$ cat src/hw/rtl/pcfm_pkg.sv
// Package for the pack cell fault monitor: item structs, codes, sizes.
// Used by pcfm_ctrl, pcfm_dp and pack_cell_fault_monitor_unit; no dependencies.
package pcfm_pkg;

	// Pack geometry
	localparam int MODULES          = 16;
	localparam int CELLS_PER_MODULE = 12;
	localparam int MOD_IDX_W        = (MODULES > 1) ? $clog2(MODULES) : 1;
	localparam int CELL_CNT_W       = $clog2(CELLS_PER_MODULE + 1);

	// Field widths
	localparam int MV_W     = 13;
	localparam int TEMP_W   = 12;
	localparam int AGE_W    = 16;
	localparam int ADDR_W   = 5;
	localparam int MODSUM_W = 16;
	localparam int PACK_W   = 20;
	localparam int PRES_W   = 5;
	localparam int PAR_W    = 4;
	localparam int DIVCNT_W = $clog2(PACK_W);

	localparam logic [MV_W-1:0]     IGNORE_CELL_MV = MV_W'(100);
	localparam logic [ADDR_W-1:0]   MODULES_ADDR   = ADDR_W'(MODULES);
	localparam logic [MODSUM_W-1:0] MODSUM_MAX     = '1;
	localparam logic [PACK_W-1:0]   PACK_MAX       = '1;
	localparam logic [PRES_W-1:0]   PRES_MAX       = '1;
	localparam logic [DIVCNT_W-1:0] DIV_LAST       = DIVCNT_W'(PACK_W - 1);

	// Flag bit positions (faults: OV/UV, alerts: OT/UT)
	localparam int FLAG_LOW  = 0;
	localparam int FLAG_HIGH = 1;

	// Configuration register indexes
	localparam int CFG_IDX_W = 3;
	typedef enum logic [CFG_IDX_W-1:0] {
		CFG_OVER_VOLTAGE  = 3'd0,
		CFG_UNDER_VOLTAGE = 3'd1,
		CFG_OVER_TEMP     = 3'd2,
		CFG_UNDER_TEMP    = 3'd3,
		CFG_PARALLEL      = 3'd4,
		CFG_TIMEOUT       = 3'd5
	} cfg_idx_t;
	localparam int CFG_DATA_W = 16;

	// Input item kinds
	typedef enum logic [1:0] {
		KIND_CELL  = 2'd0,
		KIND_CLOSE = 2'd1,
		KIND_ROUND = 2'd2,
		KIND_NONE  = 2'd3
	} kind_t;

	localparam logic REPORT_MODULE = 1'b0;
	localparam logic REPORT_PACK   = 1'b1;

	typedef struct packed {
		logic [1:0]               kind;
		logic [ADDR_W-1:0]        module_addr;
		logic [MV_W-1:0]          cell_mv;
		logic signed [TEMP_W-1:0] temp_a;
		logic signed [TEMP_W-1:0] temp_b;
		logic [AGE_W-1:0]         data_age_ms;
	} in_item_t;

	typedef struct packed {
		logic                report_kind;
		logic [ADDR_W-1:0]   report_module;
		logic                module_alive;
		logic [MODSUM_W-1:0] module_mv;
		logic                over_voltage_fault;
		logic                under_voltage_fault;
		logic                over_temp_alert;
		logic                under_temp_alert;
		logic [PACK_W-1:0]   pack_mv;
		logic [PRES_W-1:0]   present_count;
		logic                pack_faulted;
	} out_item_t;

	// Controller -> datapath
	typedef struct packed {
		logic load;
		logic exec;
		logic div_step;
		logic emit;
	} cmd_t;

	// Datapath -> controller
	typedef struct packed {
		logic is_close;
		logic is_round;
		logic addr_ok;
		logic div_needed;
		logic div_last;
		logic out_free;
	} status_t;

endpackage

$ cat src/hw/rtl/pcfm_ctrl.sv
// Controller state machine for the pack cell fault monitor.
// Depends on pcfm_pkg; drives pcfm_dp through cmd_t and reads status_t.
module pcfm_ctrl import pcfm_pkg::*; (
	input  logic    clk,
	input  logic    arst_n,
	input  logic    in_valid,
	output logic    in_ready,
	input  status_t status,
	output cmd_t    cmd
);

	typedef enum logic [3:0] {
		S_IDLE = 4'b0001,
		S_EXEC = 4'b0010,
		S_DIV  = 4'b0100,
		S_EMIT = 4'b1000
	} state_t;

	state_t state_q, state_d;

	// Next state and commands
	always_comb begin
		state_d      = state_q;
		cmd          = '0;
		in_ready     = 1'b0;
		unique case (state_q)
			S_IDLE: begin
				in_ready = 1'b1;
				if (in_valid) begin
					cmd.load = 1'b1;
					state_d  = S_EXEC;
				end
			end
			S_EXEC: begin
				cmd.exec = 1'b1;
				if (status.is_close && status.addr_ok) begin
					state_d = S_EMIT;
				end else if (status.is_round) begin
					state_d = status.div_needed ? S_DIV : S_EMIT;
				end else begin
					state_d = S_IDLE;
				end
			end
			S_DIV: begin
				cmd.div_step = 1'b1;
				if (status.div_last) begin
					state_d = S_EMIT;
				end
			end
			S_EMIT: begin
				if (status.out_free) begin
					cmd.emit = 1'b1;
					state_d  = S_IDLE;
				end
			end
			default: begin
				state_d = S_IDLE;
			end
		endcase
	end

	// State register
	always_ff @(posedge clk or negedge arst_n) begin
		if (!arst_n) begin
			state_q <= S_IDLE;
		end else begin
			state_q <= state_d;
		end
	end

`ifndef SYNTH
	a_emit_free: assert property (@(posedge clk) disable iff (!arst_n)
		cmd.emit |-> status.out_free)
		else $error("result emitted while output register full");

	a_plain_exec_returns: assert property (@(posedge clk) disable iff (!arst_n)
		(state_q == S_EXEC && !status.is_close && !status.is_round) |=> state_q == S_IDLE)
		else $error("resultless item did not return to idle");

	a_div_only_round: assert property (@(posedge clk) disable iff (!arst_n)
		(state_q == S_EXEC && state_d == S_DIV) |-> (status.is_round && status.div_needed))
		else $error("divider started for a non-round item");
`endif

endmodule

$ cat src/hw/rtl/pcfm_dp.sv
// Datapath for the pack cell fault monitor: config registers, cell and pack
// accumulators, per-module flags, bit-serial divider and output register.
// Depends on pcfm_pkg; sequenced by pcfm_ctrl.
module pcfm_dp import pcfm_pkg::*; (
	input  logic                  clk,
	input  logic                  arst_n,
	input  cmd_t                  cmd,
	output status_t               status,
	input  in_item_t              in_data,
	input  logic                  cfg_valid,
	output logic                  cfg_ready,
	input  logic [CFG_IDX_W-1:0]  cfg_index,
	input  logic [CFG_DATA_W-1:0] cfg_data,
	output logic                  out_valid,
	input  logic                  out_ready,
	output out_item_t             out_data
);

	// Configuration
	logic [MV_W-1:0]          over_voltage_q, under_voltage_q;
	logic signed [TEMP_W-1:0] over_temp_q, under_temp_q;
	logic [PAR_W-1:0]         parallel_q;
	logic [AGE_W-1:0]         timeout_q;

	// Working state
	in_item_t              item_q;
	logic [MODSUM_W-1:0]   cell_sum_q;
	logic [1:0]            cell_fault_q;
	logic [CELL_CNT_W-1:0] cell_count_q;
	logic [PACK_W-1:0]     pack_sum_q;
	logic [PRES_W-1:0]     round_present_q;
	logic [MODULES-1:0]    flagged_q;
	out_item_t             res_q;
	logic [PACK_W-1:0]     div_q;
	logic [PAR_W-1:0]      rem_q;
	logic [DIVCNT_W-1:0]   div_cnt_q;
	logic                  out_valid_q;
	out_item_t             out_data_q;

	// Combinational terms
	logic                  addr_ok;
	logic [MOD_IDX_W-1:0]  mod_idx;
	logic [MODSUM_W:0]     cell_add;
	logic [MODSUM_W-1:0]   cell_sum_sat;
	logic                  cell_counts;
	logic [1:0]            cell_flags;
	logic                  alive;
	logic [1:0]            alert;
	logic [PACK_W:0]       pack_add;
	logic [PACK_W-1:0]     pack_sum_sat;
	logic [PAR_W:0]        div_trial;
	logic                  div_ge;
	logic                  out_free;
	out_item_t             res_d;
	out_item_t             emit_d;

	assign cfg_ready = 1'b1;

	// Decode the held item
	assign addr_ok = (item_q.module_addr != '0) && (item_q.module_addr <= MODULES_ADDR);
	assign mod_idx = MOD_IDX_W'(item_q.module_addr - ADDR_W'(1));

	// Cell accumulation with saturation and fault checks
	always_comb begin
		cell_add     = {1'b0, cell_sum_q} + (MODSUM_W+1)'(item_q.cell_mv);
		cell_sum_sat = cell_add[MODSUM_W] ? MODSUM_MAX : cell_add[MODSUM_W-1:0];
		cell_counts  = cell_count_q < CELL_CNT_W'(CELLS_PER_MODULE);
		cell_flags   = '0;
		if (item_q.cell_mv > IGNORE_CELL_MV) begin
			cell_flags[FLAG_LOW]  = item_q.cell_mv > over_voltage_q;
			cell_flags[FLAG_HIGH] = item_q.cell_mv < under_voltage_q;
		end
	end

	// Module close terms
	always_comb begin
		alive            = item_q.data_age_ms < timeout_q;
		alert[FLAG_LOW]  = (item_q.temp_a > over_temp_q) || (item_q.temp_b > over_temp_q);
		alert[FLAG_HIGH] = (item_q.temp_a < under_temp_q) || (item_q.temp_b < under_temp_q);
		pack_add         = {1'b0, pack_sum_q} + (PACK_W+1)'(cell_sum_q);
		pack_sum_sat     = pack_add[PACK_W] ? PACK_MAX : pack_add[PACK_W-1:0];
	end

	// Assemble the report for the held item
	always_comb begin
		res_d = '0;
		if (item_q.kind == KIND_CLOSE) begin
			res_d.report_kind   = REPORT_MODULE;
			res_d.report_module = item_q.module_addr;
			if (alive) begin
				res_d.module_alive        = 1'b1;
				res_d.module_mv           = cell_sum_q;
				res_d.over_voltage_fault  = cell_fault_q[FLAG_LOW];
				res_d.under_voltage_fault = cell_fault_q[FLAG_HIGH];
				res_d.over_temp_alert     = alert[FLAG_LOW];
				res_d.under_temp_alert    = alert[FLAG_HIGH];
			end
		end else begin
			res_d.report_kind   = REPORT_PACK;
			res_d.present_count = round_present_q;
			res_d.pack_faulted  = |flagged_q;
		end
	end

	// Merge the quotient into a pack report
	always_comb begin
		emit_d = res_q;
		if (res_q.report_kind == REPORT_PACK) begin
			emit_d.pack_mv = div_q;
		end
	end

	// One restoring divide step: quotient bits shift into div_q
	assign div_trial = {rem_q, div_q[PACK_W-1]};
	assign div_ge    = div_trial >= {1'b0, parallel_q};

	assign out_free = !out_valid_q || out_ready;

	always_comb begin
		status            = '0;
		status.is_close   = item_q.kind == KIND_CLOSE;
		status.is_round   = item_q.kind == KIND_ROUND;
		status.addr_ok    = addr_ok;
		status.div_needed = parallel_q > PAR_W'(1);
		status.div_last   = div_cnt_q == DIV_LAST;
		status.out_free   = out_free;
	end

	// Configuration registers
	always_ff @(posedge clk or negedge arst_n) begin
		if (!arst_n) begin
			over_voltage_q  <= MV_W'(4200);
			under_voltage_q <= MV_W'(3000);
			over_temp_q     <= TEMP_W'(550);
			under_temp_q    <= '0;
			parallel_q      <= PAR_W'(1);
			timeout_q       <= AGE_W'(3000);
		end else if (cfg_valid) begin
			unique case (cfg_index)
				CFG_OVER_VOLTAGE:  over_voltage_q  <= cfg_data[MV_W-1:0];
				CFG_UNDER_VOLTAGE: under_voltage_q <= cfg_data[MV_W-1:0];
				CFG_OVER_TEMP:     over_temp_q     <= cfg_data[TEMP_W-1:0];
				CFG_UNDER_TEMP:    under_temp_q    <= cfg_data[TEMP_W-1:0];
				CFG_PARALLEL:      parallel_q      <= cfg_data[PAR_W-1:0];
				CFG_TIMEOUT:       timeout_q       <= cfg_data[AGE_W-1:0];
				default: begin
				end
			endcase
		end
	end

	// Hold the accepted item
	always_ff @(posedge clk) begin
		if (cmd.load) begin
			item_q <= in_data;
		end
	end

	// Accumulators and per-module flags
	always_ff @(posedge clk or negedge arst_n) begin
		if (!arst_n) begin
			cell_sum_q      <= '0;
			cell_fault_q    <= '0;
			cell_count_q    <= '0;
			pack_sum_q      <= '0;
			round_present_q <= '0;
			flagged_q       <= '0;
		end else if (cmd.exec) begin
			case (item_q.kind)
				KIND_CELL: begin
					if (cell_counts) begin
						cell_count_q <= cell_count_q + CELL_CNT_W'(1);
						cell_sum_q   <= cell_sum_sat;
						cell_fault_q <= cell_fault_q | cell_flags;
					end
				end
				KIND_CLOSE: begin
					if (addr_ok) begin
						flagged_q[mod_idx] <= alive && ((cell_fault_q | alert) != '0);
						if (alive) begin
							pack_sum_q <= pack_sum_sat;
							if (round_present_q != PRES_MAX) begin
								round_present_q <= round_present_q + PRES_W'(1);
							end
						end
					end
					cell_sum_q   <= '0;
					cell_fault_q <= '0;
					cell_count_q <= '0;
				end
				KIND_ROUND: begin
					pack_sum_q      <= '0;
					round_present_q <= '0;
				end
				default: begin
				end
			endcase
		end
	end

	// Build the pending result; run the divider over the pack sum
	always_ff @(posedge clk) begin
		if (cmd.exec) begin
			res_q     <= res_d;
			div_q     <= pack_sum_q;
			rem_q     <= '0;
			div_cnt_q <= '0;
		end else if (cmd.div_step) begin
			rem_q     <= div_ge ? PAR_W'(div_trial - {1'b0, parallel_q})
			                    : div_trial[PAR_W-1:0];
			div_q     <= {div_q[PACK_W-2:0], div_ge};
			div_cnt_q <= div_cnt_q + DIVCNT_W'(1);
		end
	end

	// Output register
	always_ff @(posedge clk or negedge arst_n) begin
		if (!arst_n) begin
			out_valid_q <= 1'b0;
		end else if (cmd.emit) begin
			out_valid_q <= 1'b1;
		end else if (out_ready) begin
			out_valid_q <= 1'b0;
		end
	end

	always_ff @(posedge clk) begin
		if (cmd.emit) begin
			out_data_q <= emit_d;
		end
	end

	assign out_valid = out_valid_q;
	assign out_data  = out_data_q;

`ifndef SYNTH
	a_cell_count_bound: assert property (@(posedge clk) disable iff (!arst_n)
		cell_count_q <= CELL_CNT_W'(CELLS_PER_MODULE))
		else $error("cell count beyond cells per module");

	a_pack_report_clean: assert property (@(posedge clk) disable iff (!arst_n)
		(out_valid_q && out_data_q.report_kind == REPORT_PACK) |->
		(out_data_q.report_module == '0 && !out_data_q.module_alive))
		else $error("pack report carries module fields");

	a_round_clears: assert property (@(posedge clk) disable iff (!arst_n)
		(cmd.exec && item_q.kind == KIND_ROUND) |=> (pack_sum_q == '0 && round_present_q == '0))
		else $error("round end did not clear pack accumulators");
`endif

endmodule

$ cat src/hw/rtl/pack_cell_fault_monitor_unit.sv
// Each item is loaded in IDLE and handled in EXEC; a close with a valid address or
// a round end then goes to EMIT for a registered result, a round end first running
// the 20-step divider when the parallel count exceeds one. One item at a time.
// The next item is taken while a result still waits in the output register.
// Reset (arst_n low, asynchronous) clears control and sums; restores config defaults.
// Top level of the pack cell fault monitor: joins pcfm_ctrl and pcfm_dp.
module pack_cell_fault_monitor_unit import pcfm_pkg::*; (
	input  logic                  clk,
	input  logic                  arst_n,
	input  logic                  in_valid,
	output logic                  in_ready,
	input  in_item_t              in_data,
	output logic                  out_valid,
	input  logic                  out_ready,
	output out_item_t             out_data,
	input  logic                  cfg_valid,
	output logic                  cfg_ready,
	input  logic [CFG_IDX_W-1:0]  cfg_index,
	input  logic [CFG_DATA_W-1:0] cfg_data
);

	cmd_t    cmd;
	status_t status;

	pcfm_ctrl u_ctrl (
		.clk      (clk),
		.arst_n   (arst_n),
		.in_valid (in_valid),
		.in_ready (in_ready),
		.status   (status),
		.cmd      (cmd)
	);

	pcfm_dp u_dp (
		.clk       (clk),
		.arst_n    (arst_n),
		.cmd       (cmd),
		.status    (status),
		.in_data   (in_data),
		.cfg_valid (cfg_valid),
		.cfg_ready (cfg_ready),
		.cfg_index (cfg_index),
		.cfg_data  (cfg_data),
		.out_valid (out_valid),
		.out_ready (out_ready),
		.out_data  (out_data)
	);

endmodule

$ cat config.mk
export PLATFORM = sky130hd
export DESIGN_NAME = pack_cell_fault_monitor_unit
export DESIGN_NICKNAME = d
export VERILOG_FILES = /design/src/hw/rtl/pcfm_pkg.sv /design/src/hw/rtl/pcfm_ctrl.sv /design/src/hw/rtl/pcfm_dp.sv /design/src/hw/rtl/pack_cell_fault_monitor_unit.sv
export SDC_FILE = /design/constraint.sdc
export NUM_CORES = 1
export LEC_CHECK = 0
export BUFFER_PORTS_ARGS = -buffer_cell sky130_fd_sc_hd__clkbuf_2
export CAP_MARGIN = 25
export CORE_UTILIZATION = 60
export CTS_CLUSTER_DIAMETER = 200
export DETAILED_ROUTE_END_ITERATION = 16
export PLACE_DENSITY = 0.82
export SETUP_SLACK_MARGIN = 0.2
export SYNTH_ARGS = -nofsm -noshare
export SYNTH_HDL_FRONTEND = slang
export SYNTH_HIERARCHICAL = 1
export SYNTH_SLANG_ARGS = --single-unit
$ cat constraint.sdc
create_clock -name clk -period 5 [get_ports clk]
set_clock_uncertainty 0.1 [all_clocks]
set_input_delay 0 -clock clk [delete_from_list [all_inputs] [get_ports clk]]
set_output_delay 0 -clock clk [all_outputs]
set_load 0.05 [all_outputs]
==> metrics.txt, run 1 <==
Syn Inst Count 1,288; CTS max path bufs 3; input/output buffers about 140; fin crit period 3.54 ns; via count ~11,000; EDFF count, synth about 170; clk slew on worst S/H paths 0.06 ns; PostCTS Resize Cnt 0; Placer Congestion 0.874; type of origin of the critical path flip-flop; share of cells above drive strength 1 about a fifth; Hold-fix buffers, CTS between 90 and 100; Max Slew Vio Count 0; initial antenna violation count 0; Routed WL per cell 19.2 um; TritonCTS clock tree built; post-route setup TNS 0 ns; clk sink count roughly 310; critical path fanouts, max 13; sequential-to-total area share from yosys stat between 50% and 60%; diode count 0; largest net degree at the start of global routing 100; most common cell after layout, fill and taps aside edfxtp_1; f_max between 0.2 and 0.3 GHz; first-pass GRT wire length between 50,000 and 60,000 um; vias in the first global route roughly 11,000; Total GRT Usage around 28%; area grow syn2layout 18.9%; Starting Density slightly above 60%; worst r2r src u_dp/cell_sum_q[0]$_DFFE_PN0P_; fin worst setup slack around 1.5 ns; ys async rst share roughly 44%; Routed Antenna Nets 0; yosys warns 6; Critical Path End u_dp/cell_sum_q[0]$_DFFE_PN0P_; Row Count a little under 60; Final Hold Vio Count 0; most frequent cells in the layout 166 x edfxtp_1, 137 x clkbuf_2, 126 x ha_1; clock root buffer clkbuf_16; Data arrival, critical path ~3.8 ns; DP Worst Slack between 1.5 and 2 ns; Clock Latency Late Sink between 0.5 and 0.6 ns; period utilization 70.9%; 1st-pass router iterations 5; Yosys reg bits 313; area leader, netlist edfxtp_1; starting DRC count in detailed routing roughly 890; worst path required time 5.27 ns; # Post-CTS Setup Buffers 0; Filler cells roughly 1,600; Final #Nets approximately 1,700; synthesized area ~15,000 um^2; Die ar. 26,400 um^2; Main synth FF type edfxtp_1; Post-Syn Nets 1,501; Power Dens Cells 483 nW/um^2; Max-slew headroom about a third; worst hold path type in2async; CTS Buf Count 31; worst setup path startpoint u_dp/cell_sum_q[0]$_DFFE_PN0P_; unrepaired setup endpoints after global routing false; Avg Cell Area, Syn 12.0 um^2; Routed WL 36,000 um; number of placed I/O pins 140; setup slack, reg-to-reg between 1 and 1.5 ns; post-DP HPWL 23,000 um; total core area approximately 25,000 um^2; GRT overflow 0; Die Height 163 um; Worst VDD drop about 0.47 mV; DRC Markers 0; worst-case reg-to-reg path depth 9; Yosys cell types slightly below 90; Setup Viol. Count Final 0; outcome completed; static leakage around 8 nW; top cell type's share of synthesized area between 30% and 40%; WS Path Type reg2reg; Max Cap Viol 0; DR vias/cell slightly below 6; Die X-Extent 163 um; CP endpoint kind flip-flop; CTS H-tree lvls 1; r2r endpoint u_dp/cell_sum_q[0]$_DFFE_PN0P_; Worst-Margin Slew 1.00 ns; ranking of synthesized cells by area edfxtp_1 32%, dfrtp_1 18%, ha_1 10%
==> cells in the mapped netlist, types with 4 or more instances <==
cell      count
mux2i_1       4
o211ai_1      5
nor4_1        8
nand2_1      97
a31oi_1      12
edfxtp_1    166
a21oi_1      71
inv_1        94
a21o_1       35
o31ai_1       9
o21ai_0      82
and3_1       26
nand2b_1     17
o22ai_1       5
nor2_1       49
and4_1        5
xnor2_1      16
nor3_1       17
and2_1       30
nand4_1      12
a211oi_1      7
dfxtp_1       9
nand3_1      18
buf_2         4
buf_4         5
dfrtp_1     114
o21a_1        8
mux2_2       68
ha_1        126
nor2b_1      24
dfstp_2      24
xor2_1       12
o21bai_1      5
clkbuf_1     28
==> logic make-up after synthesis <==
group | Yosys count | synth area share, %
multiplexers | 72 | 5.21
buffers and inverters | 135 | 3.43
AO/OA/AOI/OAI | 284 | 12.1
AND/OR/NAND/NOR | 326 | 11.1
other | 1 | 0.0243
XOR/XNOR | 28 | 1.59
flip-flops | 313 | 56.0
adder cells (fa/ha/maj) | 129 | 10.6
==> worst max-delay path, cell delays in order (launching register included) <==
cell,delay [ns]
dfrtp_1,0.44
ha_1,0.25
fa_1,0.43
a211oi_1,0.28
o21bai_1,0.15
o41ai_2,0.36
a21o_1,0.17
o21ai_1,0.12
a21oi_1,0.79
a21oi_1,0.26
==> metal layers <==
| layer | global-route usage [%] | up-vias | share of wire [%] |
|---|---|---|---|
| met5 | 0 | - | 0 |
| li1 | - | 5172 | - |
| met2 | 47.6 | 479 | 49 |
| met4 | 9.78 | 0 | 3.3 |
| met3 | 3.49 | 107 | 6.4 |
| met1 | 36.1 | 5364 | 41 |
==> sequential cells by signal (all words and copies together) (netlist names) <==
signal                flops
u_dp/round_present_q      5
u_dp/rem_q                4
u_dp/out_valid            1
u_ctrl/state_q            4
u_dp/over_voltage_q      13
u_dp/cell_sum_q          16
u_dp/timeout_q           16
u_dp/emit_d              33
u_dp/pack_sum_q          20
u_dp/item_q              60
u_dp/over_temp_q         12
u_dp/cell_count_q         4
u_dp/flagged_q           16
u_dp/under_voltage_q     13
u_dp/out_data            53
u_dp/div_cnt_q            5
u_dp/div_q               20
u_dp/under_temp_q        12
u_dp/cell_fault_q         2
u_dp/parallel_q           4
==> final cells by class <==
type,count,area (um^2),area share [%]
clock inverters,17,145,0.790
inverters,95,357,1.94
well taps,330,413,2.25
repair buffers,241,1710,9.28
multi-input cells,840,6290,34.2
clock buffers,41,823,4.48
flip-flops and latches,313,8650,47.0
==> how the worst min path moves through the flow <==
stage                 from                              end  cells after the start
6_report            arst_n  u_dp/pack_sum_q[13]$_DFFE_PN0P_                      2
5_1_grt        in_data[31]        u_dp/item_q[31]$_DFFE_PP_                      2
4_1_cts        in_data[28]        u_dp/item_q[28]$_DFFE_PP_                      2
3_5_place_dp        arst_n  u_dp/pack_sum_q[15]$_DFFE_PN0P_                      1
3_3_place_gp        arst_n  u_dp/pack_sum_q[15]$_DFFE_PN0P_                      1
2_1_floorplan       arst_n    u_ctrl/state_q[1]$_DFFE_PN0P_                      0
==> power breakdown <==
part,switching [mW],total (mW),internal (mW)
clock,0.961,2.22,1.26
combinational,1.67,2.88,1.22
sequential,0.427,3.77,3.34
==> per-stage QoR <==
stage	cells	utilization [%]	cell area, um^2	power, mW	hold WS (ns)
2_1_floorplan	1288	-	15500	5.73	-0.396
3_3_place_gp	1727	65.3	16500	6.33	0.0555
3_5_place_dp	1727	65.3	16500	6.48	0.0697
4_1_cts	1876	72.7	18400	8.80	0.0341
5_1_grt	1877	72.8	18400	9.37	0.0495
6_report	1877	72.8	18400	8.87	0.0105
No activity file was read; power rests on OpenSTA's default activity.
==> inputs of run 2 (changes only) <==
- CORE_UTILIZATION: 60 -> 54
- PLACE_DENSITY: 0.82 -> 0.78
- clock period: 5 -> 2.85 ns (I/O delays scaled with it)
==> run 2 against run 1 <==
Net effect: the flow now finishes with violations (negative setup slack); largest cell class unchanged; critical path depth up 2; cell area increased by 7.5%; clock power increased by 84%; total power increased by 92%; largest power group unchanged.
==> metrics.txt, run 2 (same netlist as run 1, synthesis figures left out) <==
Placer Congestion 0.946 (+8.3%); period utilization 101% (+30 points); Worst VDD drop 0.658 mV (+41%); Clock Latency Late Sink 0.58 ns (+0.02 ns); failing checks negative setup slack; CTS max path bufs 3 (unchanged); Final #Nets 1,792 (+3.3%); initial antenna violation count 0 (unchanged); unrepaired setup endpoints after global routing true; share of cells above drive strength 1 29.4% (+9.0 points); power share of the sequential group 39.2% (-3.3 points); max reg flops 60 (unchanged); Total GRT Usage 25.3% (-2.4 points); critical path's slowest cell dfstp_2; vias in the first global route 11,400 (+0.84%); DRC Markers 0 (unchanged); Top reg by flops u_dp/item_q; Power Dens Cells 862 nW/um^2 (+78%); input/output buffers 138 (unchanged); DP Area 16,900 um^2 (+2.5%); TritonCTS clock tree built; critical path fanouts, max 8 (-5); Clock Power Share 24.0% (-1.0 points); Worst Hold Depth 2; worst hold path type in2reg; Final Cell Area 19,800 um^2 (+7.5%); outcome finished with violations; worst path required time 3.20 ns (-2.07 ns); post-route setup TNS -0.453 ns (-0.453 ns); clk slew on worst S/H paths 0.07 ns (about the same); type of origin of the critical path flip-flop; clk sink count 313 (unchanged); Die ar. 29,300 um^2 (+11%); largest net degree at the start of global routing 73 (-27%); via count 11,300 (+1.9%); clock root buffer clkbuf_16; Data arrival, critical path 3.23 ns (-0.58 ns); WS Path Type reg2reg; Max Cap Viol 0 (unchanged); number of placed I/O pins 140 (unchanged); worst-case reg-to-reg path depth 11 (+2); Final Hold Vio Count 0 (unchanged); diode count 0 (unchanged); Design Power 17.0 mW (+92%); most common cell after layout, fill and taps aside edfxtp_1; CTS Buf Count 31 (unchanged); starting DRC count in detailed routing 864 (-2.6%); Die X-Extent 171 um (+5.3%); Max Slew Vio Count 0 (unchanged); Sw Share 34.7% (+0.30 points); post-DP HPWL 23,500 um (+2.0%); Die Height 171 um (+5.3%); 1st-pass router iterations 8 (+3); area grow syn2layout 27.8%; first-pass GRT wire length 57,900 um (+1.4%); static leakage 8.43 nW (+5.0%); most frequent cells in the layout 166 x edfxtp_1, 137 x clkbuf_2, 107 x ha_1; Routed Antenna Nets 0 (unchanged); total core area 27,900 um^2 (+11%); Combinational Power Share 36.7% (+4.2 points); sw power 5.91 mW (+93%); CTS H-tree lvls 1 (unchanged); Row Count 61 (+5.2%); f_max 0.346 GHz (+23%); CP endpoint kind flip-flop; fin crit period 2.89 ns (-0.657 ns); Worst path max stage delay 0.55 ns (-0.24 ns); Starting Density 55.3% (-5.9 points); critical path cell sequence inv_4 > ha_4 > nor2b_4 > o21ai_2 > a31oi_1 > o21ai_1 > o211ai_1 > a2111oi_4 > a21boi_4 > clkbuf_16 > mux2_2; fin worst setup slack -0.0367 ns (-1.49 ns); internal power 11.1 mW (+91%); Routed WL per cell 18.9 um (-1.2%); Filler cells 1,868 (+16%); Worst-Margin Slew 0.701 ns (-0.302 ns); Max-slew headroom 53.3% (+20 points); Setup Viol. Count Final 22 (+22); DR vias/cell 5.72 (-3.5%); Routed WL 37,500 um (+4.4%); GRT overflow 0 (unchanged)
-- run 2: changes by cell type in the layout (fill, tap and decap cells not counted), sizes merged --
| cell | delta |
|---|---|
| buf | +55 |
| clkinvlp | -1 |
| clkbuf | +6 |
| bufinv | +2 |
| dlygate4sd3 | -2 |
| clkinv | -3 |
-- run 2: worst paths after layout --
| kind | from | to | slack (ns) |
|---|---|---|---|
| worst max-delay path | u_dp/over_temp_q[1]$_DFFE_PN1P_ | u_dp/flagged_q[1]$_DFFE_PN0P_ | -0.04 |
| worst min-delay path | in_data[41] | u_dp/item_q[41]$_DFFE_PP_ | 0.04 |
| worst max register to register | u_dp/over_temp_q[1]$_DFFE_PN1P_ | u_dp/flagged_q[1]$_DFFE_PN0P_ | -0.04 |
| worst min register to register | u_dp/emit_d[0]$_SDFFCE_PP0P_ | u_dp/out_data[0]$_DFFE_PP_ | 0.32 |
| max in group asynchronous | arst_n | u_dp/over_temp_q[5]$_DFFE_PN1P_ | 1.33 |
| min in group asynchronous | arst_n | u_dp/pack_sum_q[14]$_DFFE_PN0P_ | 0.46 |
-- run 2: timing repair --
| action | 4_1_cts | 5_1_grt |
|---|---|---|
| setup buffers | 8 | 19 |
| hold buffers | 89 | 0 |
| endpoints found under the hold margin | 284 | 0 |
| endpoints found under the setup margin | 49 | 59 |
| cloned | 2 | 3 |
| pin swaps | 24 | 30 |
| gates resized for setup | 33 | 94 |
-- run 2: layer usage --
metal / GRT usage, % / part of all wire, %
met5: 0 / 0
met4: 9.70 / 3.6
met3: 3.96 / 6.8
met2: 42.1 / 48
met1: 33.4 / 42
-- run 2: stage by stage --
step | util (%) | setup slack [ns] | cells | hold WS (ns)
6_report | 70.7 | -0.0367 | 1982 | 0.0415
5_1_grt | 70.7 | -0.0998 | 1982 | 0.0385
4_1_cts | 68.4 | 0.199 | 1961 | 0.0141
3_5_place_dp | 60.5 | -0.0263 | 1804 | -0.0334
3_3_place_gp | 60.5 | 0.107 | 1804 | -0.0477
2_1_floorplan | - | -0.354 | 1288 | -0.396
-- run 2: power groups by stage --
stage          Clock (mW)  Sequential [mW]  Combinational (mW)
5_1_grt              4.34             6.76                6.81
2_1_floorplan           0             6.40                3.72
3_3_place_gp            0             6.63                4.76
6_report             4.09             6.68                6.26
4_1_cts              4.15             6.60                5.38
3_5_place_dp            0             6.67                4.92
-- run 2: worst max-delay path, delay by kind of cell, from the launching register on --
kind | cells | cell delay (ns)
fa+ha+maj | 1 | 0.21
mux | 1 | 0.25
buf+inv | 2 | 0.24
simple gates | 1 | 0.12
compound gates | 6 | 1.30
flops | 1 | 0.55
-- run 2: layout make-up --
class / count / area [um^2] / area share, %
sequential: 313 / 8660 / 43.8
clock inverter: 15 / 175 / 0.887
multi-input combinational: 840 / 6930 / 35.0
inverter: 95 / 359 / 1.82
clock buffer: 43 / 831 / 4.20
tap: 378 / 473 / 2.39
timing repair buffer: 298 / 2340 / 11.8
